File: config.mk
export PLATFORM = sky130hd
export DESIGN_NAME = mtsg_div
export DESIGN_NICKNAME = d
export VERILOG_FILES = /design/src/rtl/mtsg_div.sv
export SDC_FILE = /design/constraint.sdc
export NUM_CORES = 1
export LEC_CHECK = 0
export ABC_CLOCK_PERIOD_IN_PS = 2000
export BUFFER_PORTS_ARGS = -buffer_cell sky130_fd_sc_hd__buf_2
export CORE_MARGIN = 4
export CORE_UTILIZATION = 45
export DETAILED_ROUTE_END_ITERATION = 7
export PLACE_DENSITY_LB_ADDON = 0.3
export RECOVER_POWER = 50
export SYNTH_ARGS = -nofsm -noshare
export SYNTH_HDL_FRONTEND = slang
export SYNTH_SLANG_ARGS = --single-unit
export TNS_END_PERCENT = 50
File: constraint.sdc
create_clock -name clk -period 2 [get_ports clk]
set_input_delay 0.4 -clock clk [delete_from_list [all_inputs] [get_ports clk]]
set_output_delay 0.4 -clock clk [all_outputs]
set_load 0.02 [all_outputs]
File: src/rtl/mtsg_div.sv
`timescale 1ns / 1ps
// ----------------------------------------------------------------------------
// mtsg_div
// Restoring serial divider: one quotient bit per cycle, unsigned operands.
// ----------------------------------------------------------------------------
module mtsg_div #(
  parameter int DW = 18,
  parameter int DV = 5
) (
  input  logic          clk,
  input  logic          rst,
  input  logic          start,
  input  logic [DW-1:0] dividend,
  input  logic [DV-1:0] divisor,
  output logic [DW-1:0] quotient,
  output logic          done
);

  localparam int CW = $clog2(DW + 1);

  logic          busy;
  logic [DW-1:0] quo;
  logic [DV-1:0] rem;
  logic [DV-1:0] rem_next;
  logic [CW-1:0] cnt;
  logic [DV:0]   trial;
  logic          qbit;

  always_comb begin
    trial = {rem, quo[DW-1]};
    if (trial >= {1'b0, divisor}) begin
      qbit = 1'b1;
      rem_next = DV'(trial - {1'b0, divisor});
    end else begin
      qbit = 1'b0;
      rem_next = trial[DV-1:0];
    end
  end

  always_ff @(posedge clk) begin
    if (rst) begin
      busy <= 1'b0;
      done <= 1'b0;
    end else if (start) begin
      busy <= 1'b1;
      done <= 1'b0;
    end else if (busy && cnt == CW'(DW - 1)) begin
      busy <= 1'b0;
      done <= 1'b1;
    end
  end

  always_ff @(posedge clk) begin
    if (start) begin
      quo <= dividend;
      rem <= '0;
      cnt <= '0;
    end else if (busy) begin
      quo <= {quo[DW-2:0], qbit};
      rem <= rem_next;
      cnt <= cnt + CW'(1);
    end
  end

  assign quotient = quo;

endmodule

======== Word level (Yosys, flattened, before mapping) ========
Cells that the tools add are included.
cells by class
  equal/unequal tests ..................... 1
  add/sub/neg operators ................... 2
  multiplexer cells ....................... 6
  reduce and logical (&&, ||, !) cells .... 4
  order comparisons ....................... 1
operators by type and width
  kind                                                            count
  18-bit 2-to-1 mux                                               2
  6-bit by 5-bit >= comparator with 1-bit output                  1
  5-bit by 1-bit adder with 5-bit output (second input constant)  1
  5-bit equality test (second input constant)                     1
  5-bit 2-to-1 mux                                                1
  5-bit subtractor                                                1
  2-bit nonzero test                                              2
  1-bit 2-to-1 mux                                                3
  2-bit OR reduction                                              1
  1-bit logical AND                                               1
storage, ports and cells
  input bits .............................. 26
  output and inout port bits .............. 19
  bits in registers ....................... 30
  logic and storage cells ................. 19

======== Logic depth before layout (Yosys ltp) ========
  depth in word-level cells ............... 4
  mapped depth ............................ 8
  depth with buffers taken out ............ 8

======== Least setup slack after synthesis ========
Ideal clock, no wire load.
  path kind ............................... reg-to-reg
  from .................................... register quo[17], in the netlist quotient[17]
  to ...................................... register quo[0], in the netlist quotient[0] (data pin)
  data arrival time ....................... 1932 ps
  required time ........................... 1740 ps
  period minus slack after synthesis ...... 2192 ps
  cell stages (with the launch flop) ...... 9
  setup slack ............................. -192 ps
  library setup time ...................... 260 ps
  buffers on the path ..................... 0
  path through ............................ edfxtp_1 -> inv_1 -> ha_1 -> inv_1 -> fa_1 -> a21oi_2 -> a21oi_2 -> or2_4 -> mux2_2
between the ends
  longest elaborated chain between the ends .. 4
RTL lines
  what                                            line  source
  start, declared                                 22    logic [DW-1:0] quo;
  start signal, assigned                          55    quo <= dividend;
  start signal, assigned                          59    quo <= {quo[DW-2:0], qbit};
  6-bit by 5-bit >= comparator with 1-bit output  31    if (trial >= {1'b0, divisor}) begin
  1-bit 2-to-1 mux                                31
  18-bit 2-to-1 mux                               58    end else if (busy) begin
  18-bit 2-to-1 mux                               54    if (start) begin
No other way between the ends. The select of a mux whose other input is x is not followed.
A chain may end at the register's enable or synchronous reset.

======== Worst setup path in the final report ========
Ends and elaborated chain as after synthesis.

==> PnR_summary.wiki <==
{| class="wikitable"
! Metric !! Value
|-
| Outcome || complete, but fails checks
|-
| Violated checks || setup timing
|-
| Most common flop cell mapped by yosys || edfxtp_1
|-
| Number of H-tree levels || 2
|-
| Largest family of logic cells by synthesized area || multiplexers
|-
| Synth Area in XOR/XNOR || under 10%
|-
| Total CTS buffers || 5
|-
| Total instance count after detailed placement || 215
|-
| Top achievable clock speed || 484 MHz
|-
| Area growth syn-to-layout || 28.0%
|-
| Setup repair after global routing missed its margin || yes
|-
| Max capacitance violation total || 0
|-
| CTS Hold Buffers Added || 0
|-
| Diode count || 0
|-
| Worst Setup Slack post-DPL || -0.140 ns
|-
| Detailed-route wire length || 2.94 mm
|-
| Startpoint class of the critical path || flop
|-
| # IOs || 45
|-
| Top cell types by occurrence after synthesis || edfxtp_1, mux2_2, dfxtp_1, inv_1
|-
| Total via count after detailed routing || 1,116
|-
| Total routing resource utilization after global routing || roughly 16%
|-
| Total of buffers placed on input and output ports || 44
|-
| Max-slew violation count || 0
|-
| Share of cell area taken by muxes after synthesis || 14.3%
|-
| Worst skew pair latency || 0.32 ns
|-
| Number of nets still failing antenna checks after routing || 0
|-
| Count of cell types in the netlist || 32
|-
| Critical-path maximum fanout || 4
|-
| Layout cell share with drive strength beyond 1 || 48.9%
|-
| Clock Root Buffer || clkbuf_4
|-
| Final Instance Count excl. Fillers || 226
|-
| P_leak || 0.839 nW
|-
| Hold violation total from the final report || 0
|-
| Share of the synthesized area in the top cell type || between 30% and 40%
|-
| Die Wd || 65.5 um
|-
| Synth Area per Inst || 12.2 sq um
|-
| Starting utilization of the core area || 48.0%
|-
| P per Cell Area || approximately 760 nW/um^2
|-
| Number of synthesized flops with an enable pin || 18
|-
| Clock transition at the register clock pins on the worst setup and hold paths after CTS || approximately 0.090 ns
|-
| Crit share post-route || 103%
|-
| Worst Slack Setup Final || -0.0681 ns
|-
| Maximum number of buffers from clock root to sink || 2
|-
| Area of the placeable core || 3100 sq um
|-
| Yosys warning count || 0
|-
| Worst setup slack for register-to-register paths || -0.07 ns
|-
| Seq/Total Area, Yosys || 52.4%
|-
| Kind of critical path || reg -> reg
|-
| Required arrival time at the worst endpoint || 2.08 ns
|-
| Simple-gate share of the synthesized area || between 10% and 20%
|-
| Fraction of the mapped netlist area in compound gates || ~8%
|-
| Mapped Nets || 156
|-
| Antenna violations before repair || 0
|-
| Worst Tran Pin Value || 0.451 ns
|-
| Cell Area, Synth || 1490 sq um
|-
| Net total in the final layout || 215
|-
| Crit end category || flop
|-
| Most area-hungry cell type in the Yosys netlist || edfxtp_1
|-
| Std cell rows || 20
|-
| DIE AREA || 4290 sq um
|-
| Worst slew margin relative to its limit || 69.9%
|-
| Global-route wire length before repair || slightly below 5 mm
|-
| Height of the die || 65.5 um
|-
| Grt total ovfl || 0
|-
| Pin count of the biggest net entering global routing || 22
|-
| CTS tree || yes
|-
| Post-route clock skew || 0.00164 ns
|-
| Cell count after synthesis || about 120
|-
| Global placement routability congestion || 0.889
|-
| Final-report setup violation count || 3
|-
| Fillcell total || between 200 and 300
|-
| Minimum clock period || 2.07 ns
|-
| Asr flop ratio synth || 0%
|-
| Total number of clock tree sinks || 30
|-
| Detailed-route vias per instance || 4.94
|-
| Iter 0 DRT Violations || 35
|-
| Vias in the first global route || 1,117
|-
| Final routed wire length divided by cell count || 13.0 um
|-
| Number of register bits inferred by synthesis || 30
|-
| Post-DP HPWL || 2.30 mm
|-
| Adder-cell share of the synthesized area || 7.23%
|-
| Pre-Repair DR Iteration Count || 2
|-
| Leading post-synthesis cells by cell area || edfxtp_1, dfxtp_1, mux2_2
|-
| Post-detailed-route DRC marker count || 0
|-
| Peak ir drop on the vdd network || 447 uV
|-
| Data arrival time of the worst path || 2.15 ns
|-
| Tightest Hold Check Type || in -> reg
|}
## metrics by stage
stage | util [%] | power (W) | setup TNS, ns | hold slack (ns) | area (sq um)
2_1_floorplan | - | 0.000986 | -0.204 | 0.443 | 1490
3_3_place_gp | 58.5 | 0.00110 | -0.0565 | 0.459 | 1810
3_5_place_dp | 58.5 | 0.00111 | -0.411 | 0.466 | 1810
4_1_cts | 60.8 | 0.00145 | -0.139 | 0.229 | 1890
5_1_grt | 61.4 | 0.00154 | -0.608 | 0.215 | 1910
6_report | 61.4 | 0.00145 | -0.0998 | 0.239 | 1910
## state kept, by name, summed over array words and instances (netlist names)
signal    cells
busy          1
quotient     18
done          1
cnt           5
rem           5
## layout make-up
type / count / area (sq um) / share of cell area [%]
clock buffer: 6 / 41.3 / 2.17
clock inverter: 2 / 8.76 / 0.460
sequential: 30 / 781 / 41.0
inverter: 10 / 37.5 / 1.97
timing repair buffer: 56 / 307 / 16.1
tap: 44 / 55.1 / 2.89
multi-input combinational: 78 / 676 / 35.5
## power by group
group	internal [W]	leakage [nW]	switching, W	total, W
clock network	0.000132	0.0297	0.000199	0.000331
logic	0.000172	0.530	0.000188	0.000360
registers	0.000722	0.280	0.0000339	0.000756
total	0.00103	0.839	0.000421	0.00145
## critical path, cell delays in order (launching register included)
cell and delay [ns]:
edfxtp_1 0.39, inv_1 0.07, ha_2 0.18, inv_2 0.04, fa_2 0.37, a21oi_4 0.16, a21oi_2 0.09, or2_4 0.27
mux2_2 0.26
## layout by cell type (no fill, tap or decap), types with 2 or more instances in the layout
cell / n
mux2_2: 18
ha_1: 6
a311oi_2: 2
clkbuf_4: 5
xnor2_1: 2
nand4_1: 2
inv_1: 9
dfxtp_1: 12
edfxtp_1: 18
nor3_1: 2
buf_2: 44
nor2_1: 8
nand2_1: 8
a21oi_1: 2
clkbuf_1: 2
o21bai_1: 3
nor2b_1: 2
buf_4: 11
xor2_1: 4
nor4b_1: 2
## path summary, 6_finish.rpt
check,start,to,cells after the start
max,quotient[17],quotient[0],8
min,rst,done,2
min reg2reg,rem[4],rem[4],1
max reg2reg,quotient[17],quotient[0],8
## routing by layer
layer / share of wire, % / vias to the layer above / track usage [%]
met5: 0 / - / 0
met4: 1.6 / 0 / 6.99
met3: 5.6 / 6 / 6.50
met2: 50 / 31 / 26.0
met1: 43 / 522 / 17.0
li1: - / 557 / -
## timing repair
action / in CTS / in global routing
gates resized for setup: 3 / 2
setup buffers: 2 / 1
pin swaps: 3 / 0
setup endpoints to repair: 5 / 6
endpoints found under the hold margin: 0 / 0
## kinds of logic after synthesis
kind of cell,after synthesis
adder cells (fa/ha/maj),8
multiplexers,19
buffers and inverters,14
AO/OA/AOI/OAI,15
flip-flops,30
AND/OR/NAND/NOR,30
XOR/XNOR,6
Power figures use the tool's default switching activity.
