<file path="src/rtl/mtsg_ram.sv">
`timescale 1ns / 1ps
// ----------------------------------------------------------------------------
// mtsg_ram
// Generic single-write, single-read RAM with a registered read port.
// ----------------------------------------------------------------------------
module mtsg_ram #(
  parameter int WIDTH = 32,
  parameter int DEPTH = 16,
  localparam int AW = (DEPTH > 1) ? $clog2(DEPTH) : 1
) (
  input  logic             clk,
  input  logic             we,
  input  logic [AW-1:0]    waddr,
  input  logic [WIDTH-1:0] wdata,
  input  logic [AW-1:0]    raddr,
  output logic [WIDTH-1:0] rdata
);

  logic [WIDTH-1:0] mem [DEPTH];

  always_ff @(posedge clk) begin
    if (we) begin
      mem[waddr] <= wdata;
    end
    rdata <= mem[raddr];
  end

endmodule

</file>
<file path="config.mk">
export PLATFORM = sky130hd
export DESIGN_NAME = mtsg_ram
export DESIGN_NICKNAME = d
export VERILOG_FILES = /design/src/rtl/mtsg_ram.sv
export SDC_FILE = /design/constraint.sdc
export NUM_CORES = 1
export LEC_CHECK = 0
export BUFFER_PORTS_ARGS = -buffer_cell sky130_fd_sc_hd__buf_2
export CAP_MARGIN = 20
export CORE_MARGIN = 5
export CORE_UTILIZATION = 50
export DETAILED_ROUTE_END_ITERATION = 8
export PLACE_DENSITY = 0.67
export SLEW_MARGIN = 15
export SYNTH_ARGS = -nofsm -noshare
export SYNTH_HDL_FRONTEND = slang
export SYNTH_SLANG_ARGS = --single-unit
</file>
<file path="constraint.sdc">
create_clock -name clk -period 5.25 [get_ports clk]
set_input_delay 0.525 -clock clk [delete_from_list [all_inputs] [get_ports clk]]
set_output_delay 0.525 -clock clk [all_outputs]
set_load 0.01 [all_outputs]
</file>
Yosys cells after proc, flatten, opt, wreduce, memory -nomap -nowiden
Memory sizes are Yosys's and may differ from the RTL's. A register that Yosys moved wholly into a read port is not among the register bits.
Cells that the tools add are included.
Widths: inputs -> output; s select.
{ "op_classes": {"n_mux": 2} }
{ "op_table": {"columns": ["cell", "n"], "rows": [
  ["$mux 1", 2]
]} }
{ "word_totals": {"out_inout_bits": 32, "wordCells": 3, "memories": 1, "mem_bits_rw": 512, "regBits": 0} }
{ "memory_table": {"columns": ["name", "depth", "width", "rd", "rd_ports_with_merged_regs", "wr", "line", "rtl"], "rows": [
  ["mem", 16, 32, 1, 1, 1, "19", "logic [WIDTH-1:0] mem [DEPTH];"]
]} }

Depth between registers and ports, before layout
Gate-level depths: netlist of the first run.
{ "logic_depth": {"ltp_word": 2, "depth_mapped": 5, "depth_no_buf": 3} }

Least setup slack after synthesis of the first run
No wires, ideal clock.
{ "synth_timing": {"path_type": "in2reg", "from": "input port waddr[2]", "to": "memory mem[0][0], enable pin", "stages": 2, "path_slack_ns": 1.545, "t_required_ns": 4.789, "arrival_ns": 3.243, "path_cell_list": "or3b_2 nor3_1"} }
{ "synth_rtl": {"columns": ["element", "line", "rtl"], "rows": [
  ["from (decl)", "13", "input logic [AW-1:0] waddr,"],
  ["to (decl)", "19", null]
]} }
Straight into the memory's write port.

Final worst setup path of the first run
{ "layout_timing": {"from": "input port waddr[3]", "to": "memory mem[4][3], enable pin"} }
Straight into the memory's write port.

==> results.json, run 1 <==
{
  "gp_congestion": 0.716,
  "finalClockSkew_ns": 0.00958,
  "cts_sinks": 544,
  "die_area_um2": 43800,
  "place_ws_ns": 2.37,
  "pwr-share-comb": 0.048,
  "worst_slew_pin_slew_ns": 1.09,
  "switching_share": 0.204,
  "grt_overflow": 0,
  "startpoint": "waddr[3]",
  "internal-power_w": 0.00701,
  "rsz0062_at_grt": "false",
  "ys.flop_type": "edfxtp_1",
  "min_period_ns": 2.25,
  "yosysSeqAreaShare": 0.807,
  "die_w_um": 209,
  "cts_buffers": 52,
  "grt_usage": 0.189,
  "power.share.clock": 0.397,
  "ys_ff_latch": 544,
  "dp_hpwl_mm": 20.4,
  "fill_cells": 2854,
  "cp-end-kind": "register",
  "p_sw_w": 0.00179,
  "r2r_start": "mem[8][17]",
  "postCtsHoldBufs": 0,
  "drtIter0Drc": 819,
  "drive_gt1_frac": 0.322,
  "setup_ws_ns": 3.00,
  "cts-root-buf": "clkbuf_16",
  "area_growth_pct": 13.9,
  "multiInputGateArea_um2": 3750,
  "r2r_cells": 3,
  "cp_cell_sequence": "buf_2 -> nand3b_1 -> nor3_2 -> buf_4",
  "die_h_um": 209,
  "drt-total-wl_mm": 41.2,
  "synth_common_cells": "512 x edfxtp_1, 128 x mux4_2, 64 x a22oi_1",
  "io_pins": 74,
  "vdd_drop_max_mv": 0.250,
  "critPathKind": "primary input to register",
  "reg2reg_to": "rdata[17]",
  "holdPathEnd": "mem[15][11]",
  "clk_pin_slew_ns": 0.06,
  "syn-num-nets": 880,
  "finalCritPeriodShare": 0.429,
  "postLayoutCellArea_um2": 22600,
  "cts_tree": "yes",
  "final_nets": 990,
  "drv_slew": 0,
  "min_delay_path_depth": 1,
  "synth_area_leaders": "edfxtp_1 77%, mux4_2 15%, dfxtp_1 3.2%",
  "grt_pass1_wl_mm": 61.7,
  "yosysMostFrequentCell": "edfxtp_1",
  "max_freq_ghz": 0.444,
  "post_synth.cell_area_avg_um2": 23.7,
  "maxCapViolCount": 0,
  "clkLatencyLatePin_ns": 0.58,
  "synth_edf_count": 512,
  "yosys.area.top_type_share": 0.774,
  "port_buffers": 73,
  "drt-vias-per-instance": 5.96,
  "seq_power_share": 0.554,
  "path_max_fanout": 22,
  "antenna_found_initial": 1,
  "ys_types": 18,
  "ys.warnings.count": 0,
  "wire_per_inst_um": 27.2,
  "worst_setup_path_start_kind": "primary input",
  "leakagePower_nw": 7.26,
  "netlist_area_um2": 19900,
  "worstHoldStart": "wdata[11]",
  "grt_pass1_vias": 9457,
  "vias": 9042,
  "place_area_um2": 21000,
  "critPathSlowestCell": "nor3_2",
  "reg2reg_slack_ns": 3.87,
  "outcome": "complete, no violations",
  "cts-resized-gates": 0,
  "cts.path.max_buffers": 3,
  "num_rows": 73,
  "ant_nets": 0,
  "min_path_type": "primary input to register",
  "critPathMaxStageDelay_ns": 0.91,
  "synthCells": 838,
  "worstPathArrival_ns": 2.47,
  "cts_setup_buffers": 0,
  "setup_viol": 0,
  "report.power.total_w": 0.00881,
  "coreArea_um2": 39500,
  "register_area_um2": 16000,
  "cp.required_ns": 5.47,
  "relSlewSlack": 0.268,
  "synth_top_area_cell": "edfxtp_1",
  "grt_max_degree": 65,
  "synthArstFlopShare": 0,
  "dr.pass1.iters": 5,
  "tns_ns": 0,
  "drc": 0,
  "initial_utilization": 0.502,
  "power.density_nw_per_um2": 390,
  "ctsHtreeMaxLevel": 2,
  "report.final.hold_viol_count": 0
}
[sequential cells by signal, summed over array words and instances (netlist names)]
name,count
rdata,32
mem,512
[metal layers]
| metal | wire, um | global-route usage | vias to the layer above |
|---|---|---|---|
| met3 | 2820 | 0.0330 | 55 |
| met1 | 17100 | 0.270 | 4869 |
| li1 | - | - | 3800 |
| met4 | 635 | 0.0425 | 0 |
| met2 | 20600 | 0.314 | 318 |
| met5 | 0 | 0 | - |
[metrics by stage]
step                hold slack (ns)  cells   util
global route                  0.304   1516  0.572
global placement              0.647   1419  0.531
detailed placement            0.655   1419  0.531
CTS                           0.285   1516  0.572
floorplan                     0.624    838      -
finish                        0.319   1518  0.572
[cells in the final DEF, fill, tap and decap left out]
| cell type | instances |
|---|---|
| nand3b_1 | 2 |
| nor2_4 | 13 |
| and2_2 | 1 |
| nor3_2 | 4 |
| clkinv_1 | 10 |
| inv_6 | 2 |
| buf_4 | 26 |
| or3b_2 | 1 |
| clkbuf_16 | 53 |
| nand2b_1 | 2 |
| clkbuf_1 | 16 |
| clkinv_2 | 9 |
| nor2b_4 | 2 |
| mux4_2 | 128 |
| diode_2 | 2 |
| dfxtp_1 | 32 |
| bufinv_16 | 1 |
| buf_2 | 71 |
| a22oi_1 | 64 |
| nand2_1 | 33 |
| nand3_1 | 1 |
| edfxtp_1 | 512 |
| buf_12 | 1 |
| clkbuf_8 | 7 |
[kinds of logic (layout without fill, tap and decap cells)]
group	count (synthesis)	after routing	share of synthesized area
buffers and inverters	43	196	0.0112
flip-flops	544	544	0.807
AO/OA/AOI/OAI	64	64	0.0242
AND/OR/NAND/NOR	59	59	0.0127
other	0	2	0
multiplexers	128	128	0.145
[final cells by class]
type,count,area share
antenna,2,0.000221
clock buffer,75,0.0650
clock inverter,22,0.00576
multi-input combinational,251,0.166
sequential,544,0.708
tap,525,0.0291
timing repair buffer,99,0.0258
[power groups by stage]
| stage | registers (W) | clock network (W) | logic [W] |
|---|---|---|---|
| 2_1_floorplan | 0.00498 | 0 | 0.000233 |
| 3_3_place_gp | 0.00497 | 0 | 0.000424 |
| 3_5_place_dp | 0.00497 | 0 | 0.000430 |
| 4_1_cts | 0.00488 | 0.00357 | 0.000432 |
| 5_1_grt | 0.00489 | 0.00377 | 0.000458 |
| 6_report | 0.00488 | 0.00350 | 0.000425 |
[critical path: cells and delay by family]
family | cells | cell delay (ns)
and+or+nand+nor | 2 | 1.26
buffers and inverters | 2 | 0.67
[worst max path at each step]
| stage | end | slack (ns) | depth (start not counted) |
|---|---|---|---|
| 2_1_floorplan | mem[0][0] | 1.55 | 2 |
| 3_3_place_gp | rdata[7] | 2.43 | 5 |
| 3_5_place_dp | mem[4][3] | 2.37 | 4 |
| 4_1_cts | mem[4][6] | 2.95 | 4 |
| 5_1_grt | rdata[7] | 2.83 | 5 |
| 6_report | mem[4][3] | 3.00 | 4 |
No activity file was read; power rests on OpenSTA's default activity.
==> run 2: changes to the inputs <==
Settings changed: PLACE_DENSITY 0.67 to 0.69.
Clock period 5.25 ns to 1.85 ns, I/O delays scaled along.
==> results.json, run 2 (same netlist as run 1, synthesis figures left out) <==
{
  "outcome": "complete, no violations",
  "drive_gt1_frac": 0.330,
  "place_ws_ns": 0.108,
  "drt-total-wl_mm": 40.0,
  "relSlewSlack": 0.299,
  "fin_cells": 1558,
  "drt-vias-per-instance": 5.86,
  "vias": 9127,
  "dr.pass1.iters": 5,
  "critPathKind": "register to register",
  "finalCritPeriodShare": 0.735,
  "largestRegisters": "mem: 512 flops, rdata: 32 flops",
  "setup_ws_ns": 0.489,
  "rsz0062_at_grt": "false",
  "dp_hpwl_mm": 20.9,
  "crit_family": "multiplexers",
  "path_max_fanout": 1,
  "cts_buffers": 52,
  "grt_overflow": 0,
  "final_cell_mix": "512 x edfxtp_1, 128 x mux4_2, 71 x buf_2",
  "final_nets": 1033,
  "coreArea_um2": 39500,
  "reg2reg_slack_ns": 0.49,
  "cts_sinks": 544,
  "largest_reg_flops": 512,
  "worst_slew_pin_slew_ns": 1.05,
  "setup_viol": 0,
  "cts_tree": "yes",
  "min_path_type": "primary input to register",
  "vdd_drop_max_mv": 0.753,
  "grt_usage": 0.185,
  "worst_setup_path_start_kind": "register",
  "num_rows": 73,
  "finalClockSkew_ns": 0.0118,
  "worstPathArrival_ns": 1.77,
  "maxCapViolCount": 0,
  "io_pins": 74,
  "cp-end-kind": "register",
  "startpoint": "mem[3][22]",
  "r2r_cells": 3,
  "clkLatencyLatePin_ns": 0.55,
  "antenna_found_initial": 2,
  "die_area_um2": 43800,
  "top_register": "mem",
  "cts.path.max_buffers": 3,
  "tns_ns": 0,
  "critPathSlowestCell": "mux4_2",
  "wire_per_inst_um": 25.7,
  "ant_nets": 0,
  "cp.required_ns": 2.26,
  "cts_setup_buffers": 0,
  "report.final.hold_viol_count": 0,
  "critPathMaxStageDelay_ns": 0.48,
  "drc": 0,
  "holdPathEnd": "mem[0][1]",
  "initial_utilization": 0.502,
  "min_delay_path_depth": 1,
  "report.power.total_w": 0.0257,
  "area_growth_pct": 18.4,
  "cp_cell_sequence": "mux4_2 -> a22oi_1 -> nand2_1",
  "grt_pass1_vias": 9492,
  "gp_congestion": 0.707,
  "grt_max_degree": 61,
  "reg2reg_to": "rdata[22]",
  "cts-root-buf": "clkbuf_16",
  "drtIter0Drc": 907,
  "final_common_cell": "edfxtp_1",
  "die_h_um": 209,
  "grt_pass1_wl_mm": 60.8,
  "dp_cells": 1436,
  "worstHoldStart": "wdata[1]",
  "clk_pin_slew_ns": 0.06,
  "min_period_ns": 1.36,
  "ctsHtreeMaxLevel": 2,
  "drv_slew": 0,
  "die_w_um": 209,
  "leakagePower_nw": 7.62,
  "holdWs_ns": 0.0184,
  "r2r_start": "mem[3][22]",
  "power.density_nw_per_um2": 1090,
  "port_buffers": 73,
  "max_freq_ghz": 0.735,
  "path_buf_inv": 0
}
[run 2: changes by cell type in the layout (fill, tap and decap cells not counted), sizes merged]
cell         before  now
buf              98  115
bufinv            1    5
inv               2    0
clkbuf           76   78
dlygate4sd3       0   26
clkinv           19   13
diode             2    1
[run 2: worst max path at each step]
stage / depth (start not counted) / slack (ns) / to
after floorplan: 2 / -0.36 / mem[10][0]
after global placement: 4 / 0.14 / rdata[17]
after detailed placement: 5 / 0.11 / rdata[14]
after CTS: 3 / 0.47 / rdata[22]
after global routing: 3 / 0.41 / rdata[22]
final: 3 / 0.49 / rdata[22]
[run 2: report_power, final]
part,switching (W),leakage [nW],internal [W]
logic,0.000728,1.87,0.000586
clock network,0.00421,0.852,0.00634
registers,0.0000854,4.89,0.0138
[run 2: final cells by class]
cell class / instances / area (um2)
fill: 2736 / 16000
sequential: 544 / 16000
multi-input combinational: 251 / 3780
clock buffer: 77 / 1520
timing repair buffer: 142 / 1320
tap: 525 / 657
clock inverter: 18 / 213
antenna: 1 / 2.50
[run 2: through the flow]
step | util | area [um2]
2_1_floorplan | - | 19900
3_3_place_gp | 0.544 | 21500
3_5_place_dp | 0.544 | 21500
4_1_cts | 0.594 | 23500
5_1_grt | 0.594 | 23500
6_report | 0.594 | 23500
[run 2: timing repair]
action                    4_1_cts  5_1_grt
hold buffers                   26        0
resized for setup               0        0
hold endpoints to repair      338        0
[run 2: worst reg2reg max path: stages (launching register included)]
cell	delay (ns)
edfxtp_1	0.36
mux4_2	0.48
a22oi_1	0.25
nand2_1	0.14
[run 2: layer usage]
| layer | vias up | track usage | wire [um] |
|---|---|---|---|
| li1 | 3878 | - | - |
| met1 | 4858 | 0.289 | 17400 |
| met2 | 340 | 0.285 | 19100 |
| met3 | 49 | 0.0305 | 2970 |
| met4 | 2 | 0.0313 | 516 |
| met5 | - | 0 | 7 |
==> run 3: changes to the inputs <==
Clock period 1.85 ns to 1.15 ns, I/O delays scaled along.
==> results.json, run 3 (same netlist as run 1, synthesis figures left out) <==
{
  "largest_reg_flops": 512,
  "rsz0062_at_grt": "true",
  "pwr-share-comb": 0.062,
  "ctsHtreeMaxLevel": 2,
  "worst_slew_pin_slew_ns": 0.452,
  "die_area_um2": 43800,
  "coreArea_um2": 39500,
  "tns_ns": -2.20,
  "dp_hpwl_mm": 24.7,
  "vias": 9420,
  "drt-total-wl_mm": 42.2,
  "port_buffers": 73,
  "violations": "setup timing",
  "clkLatencyLatePin_ns": 0.57,
  "antenna_found_initial": 0,
  "switching_share": 0.203,
  "seq_power_share": 0.535,
  "wire_per_inst_um": 26.0,
  "initial_utilization": 0.502,
  "worst_setup_path_start_kind": "register",
  "setup_viol": 33,
  "gp_congestion": 0.741,
  "setup_ws_ns": -0.130,
  "ant_nets": 0,
  "grt_overflow": 0,
  "outcome": "finished with violations",
  "cts_buffers": 53,
  "leakagePower_nw": 8.08,
  "clk_pin_slew_ns": 0.06,
  "die_h_um": 209,
  "grt_pass1_vias": 9974,
  "max_freq_ghz": 0.781,
  "power.density_nw_per_um2": 1700,
  "grt_pass1_wl_mm": 63.8,
  "drtIter0Drc": 769,
  "largestRegisters": "mem: 512 flops, rdata: 32 flops",
  "io_pins": 74,
  "cts_setup_buffers": 0,
  "holdWs_ns": 0.120,
  "path_max_fanout": 1,
  "cts.path.max_buffers": 3,
  "die_w_um": 209,
  "num_rows": 73,
  "p_sw_w": 0.00847,
  "drive_gt1_frac": 0.433,
  "cts-root-buf": "clkbuf_16",
  "fill_cells": 2626,
  "register_area_um2": 16000,
  "top_register": "mem",
  "power.share.clock": 0.404,
  "dr.pass1.iters": 5,
  "wl_met1_mm": 17.6,
  "cts_sinks": 544,
  "area_growth_pct": 24.0,
  "min_path_type": "primary input to register",
  "multiInputGateArea_um2": 4050,
  "final_nets": 1100,
  "cp.required_ns": 1.59,
  "final_cell_mix": "512 x edfxtp_1, 128 x mux4_2, 56 x buf_2, 56 x buf_4, 53 x clkbuf_16",
  "wl_met2_mm": 21.4,
  "cp-end-kind": "register",
  "drv_slew": 0,
  "worstPathArrival_ns": 1.72,
  "report.final.hold_viol_count": 0,
  "drc": 0,
  "num_antenna_cells": 0,
  "vdd_drop_max_mv": 1.60,
  "finalCritPeriodShare": 1.11,
  "internal-power_w": 0.0333,
  "critPathKind": "register to register",
  "top_layer_used": "met4",
  "grt_usage": 0.194,
  "drt-vias-per-instance": 5.80,
  "cts_tree": "yes",
  "maxCapViolCount": 0,
  "grt_max_degree": 33,
  "final_common_cell": "edfxtp_1",
  "route.met3.wl_mm": 2.49,
  "min_period_ns": 1.28,
  "finalClockSkew_ns": 0.0159,
  "relSlewSlack": 0.698
}
==> run 3: path summary, 6_finish.rpt <==
kind	to	depth (start not counted)	from	slack (ns)
worst max-delay path	rdata[5]	3	mem[3][5]	-0.13
worst min-delay path	rdata[27]	4	raddr[2]	0.12
worst max register to register	rdata[5]	3	mem[3][5]	-0.13
worst min register to register	rdata[21]	3	mem[6][21]	0.66
==> run 3: power by group through the flow <==
stage	clock network [W]	registers, W	logic, W
4_1_cts	0.0172	0.0223	0.00256
5_1_grt	0.0180	0.0224	0.00276
3_3_place_gp	0	0.0227	0.00229
3_5_place_dp	0	0.0227	0.00233
2_1_floorplan	0	0.0227	0.00117
6_report	0.0169	0.0223	0.00258
==> run 3: layout make-up <==
class                      count  share of cell area
tap                          525              0.0267
clock buffer                  65              0.0577
sequential                   544               0.652
timing repair buffer         208              0.0879
clock inverter                32              0.0115
multi-input combinational    251               0.164
==> run 3: routing by layer <==
metal | vias up | GRT usage
met3 | 44 | 0.0296
met1 | 5021 | 0.280
met5 | - | 0
met2 | 333 | 0.324
met4 | 0 | 0.0398
li1 | 4022 | -
==> run 3: through the flow <==
stage	setup WS (ns)	cell area, um2	power [W]	cells	util
2_1_floorplan	-0.674	20200	0.0239	838	-
3_3_place_gp	-0.400	22200	0.0250	1496	0.562
3_5_place_dp	-0.442	22200	0.0251	1496	0.562
4_1_cts	-0.166	24500	0.0421	1625	0.620
5_1_grt	-0.187	24600	0.0432	1625	0.622
6_report	-0.130	24600	0.0418	1625	0.622
==> run 3: critical path, cell delays in order (launching register included) <==
cell      delay (ns)
edfxtp_1        0.36
mux4_2          0.50
a22oi_2         0.19
nand2_2         0.11
==> run 3: timing repair <==
item,CTS,global route
gates cloned,0,0
endpoints found under the setup margin,47,45
hold endpoints to repair,512,0
hold buffers,32,0
pin swaps,9,2
resized for setup,59,25
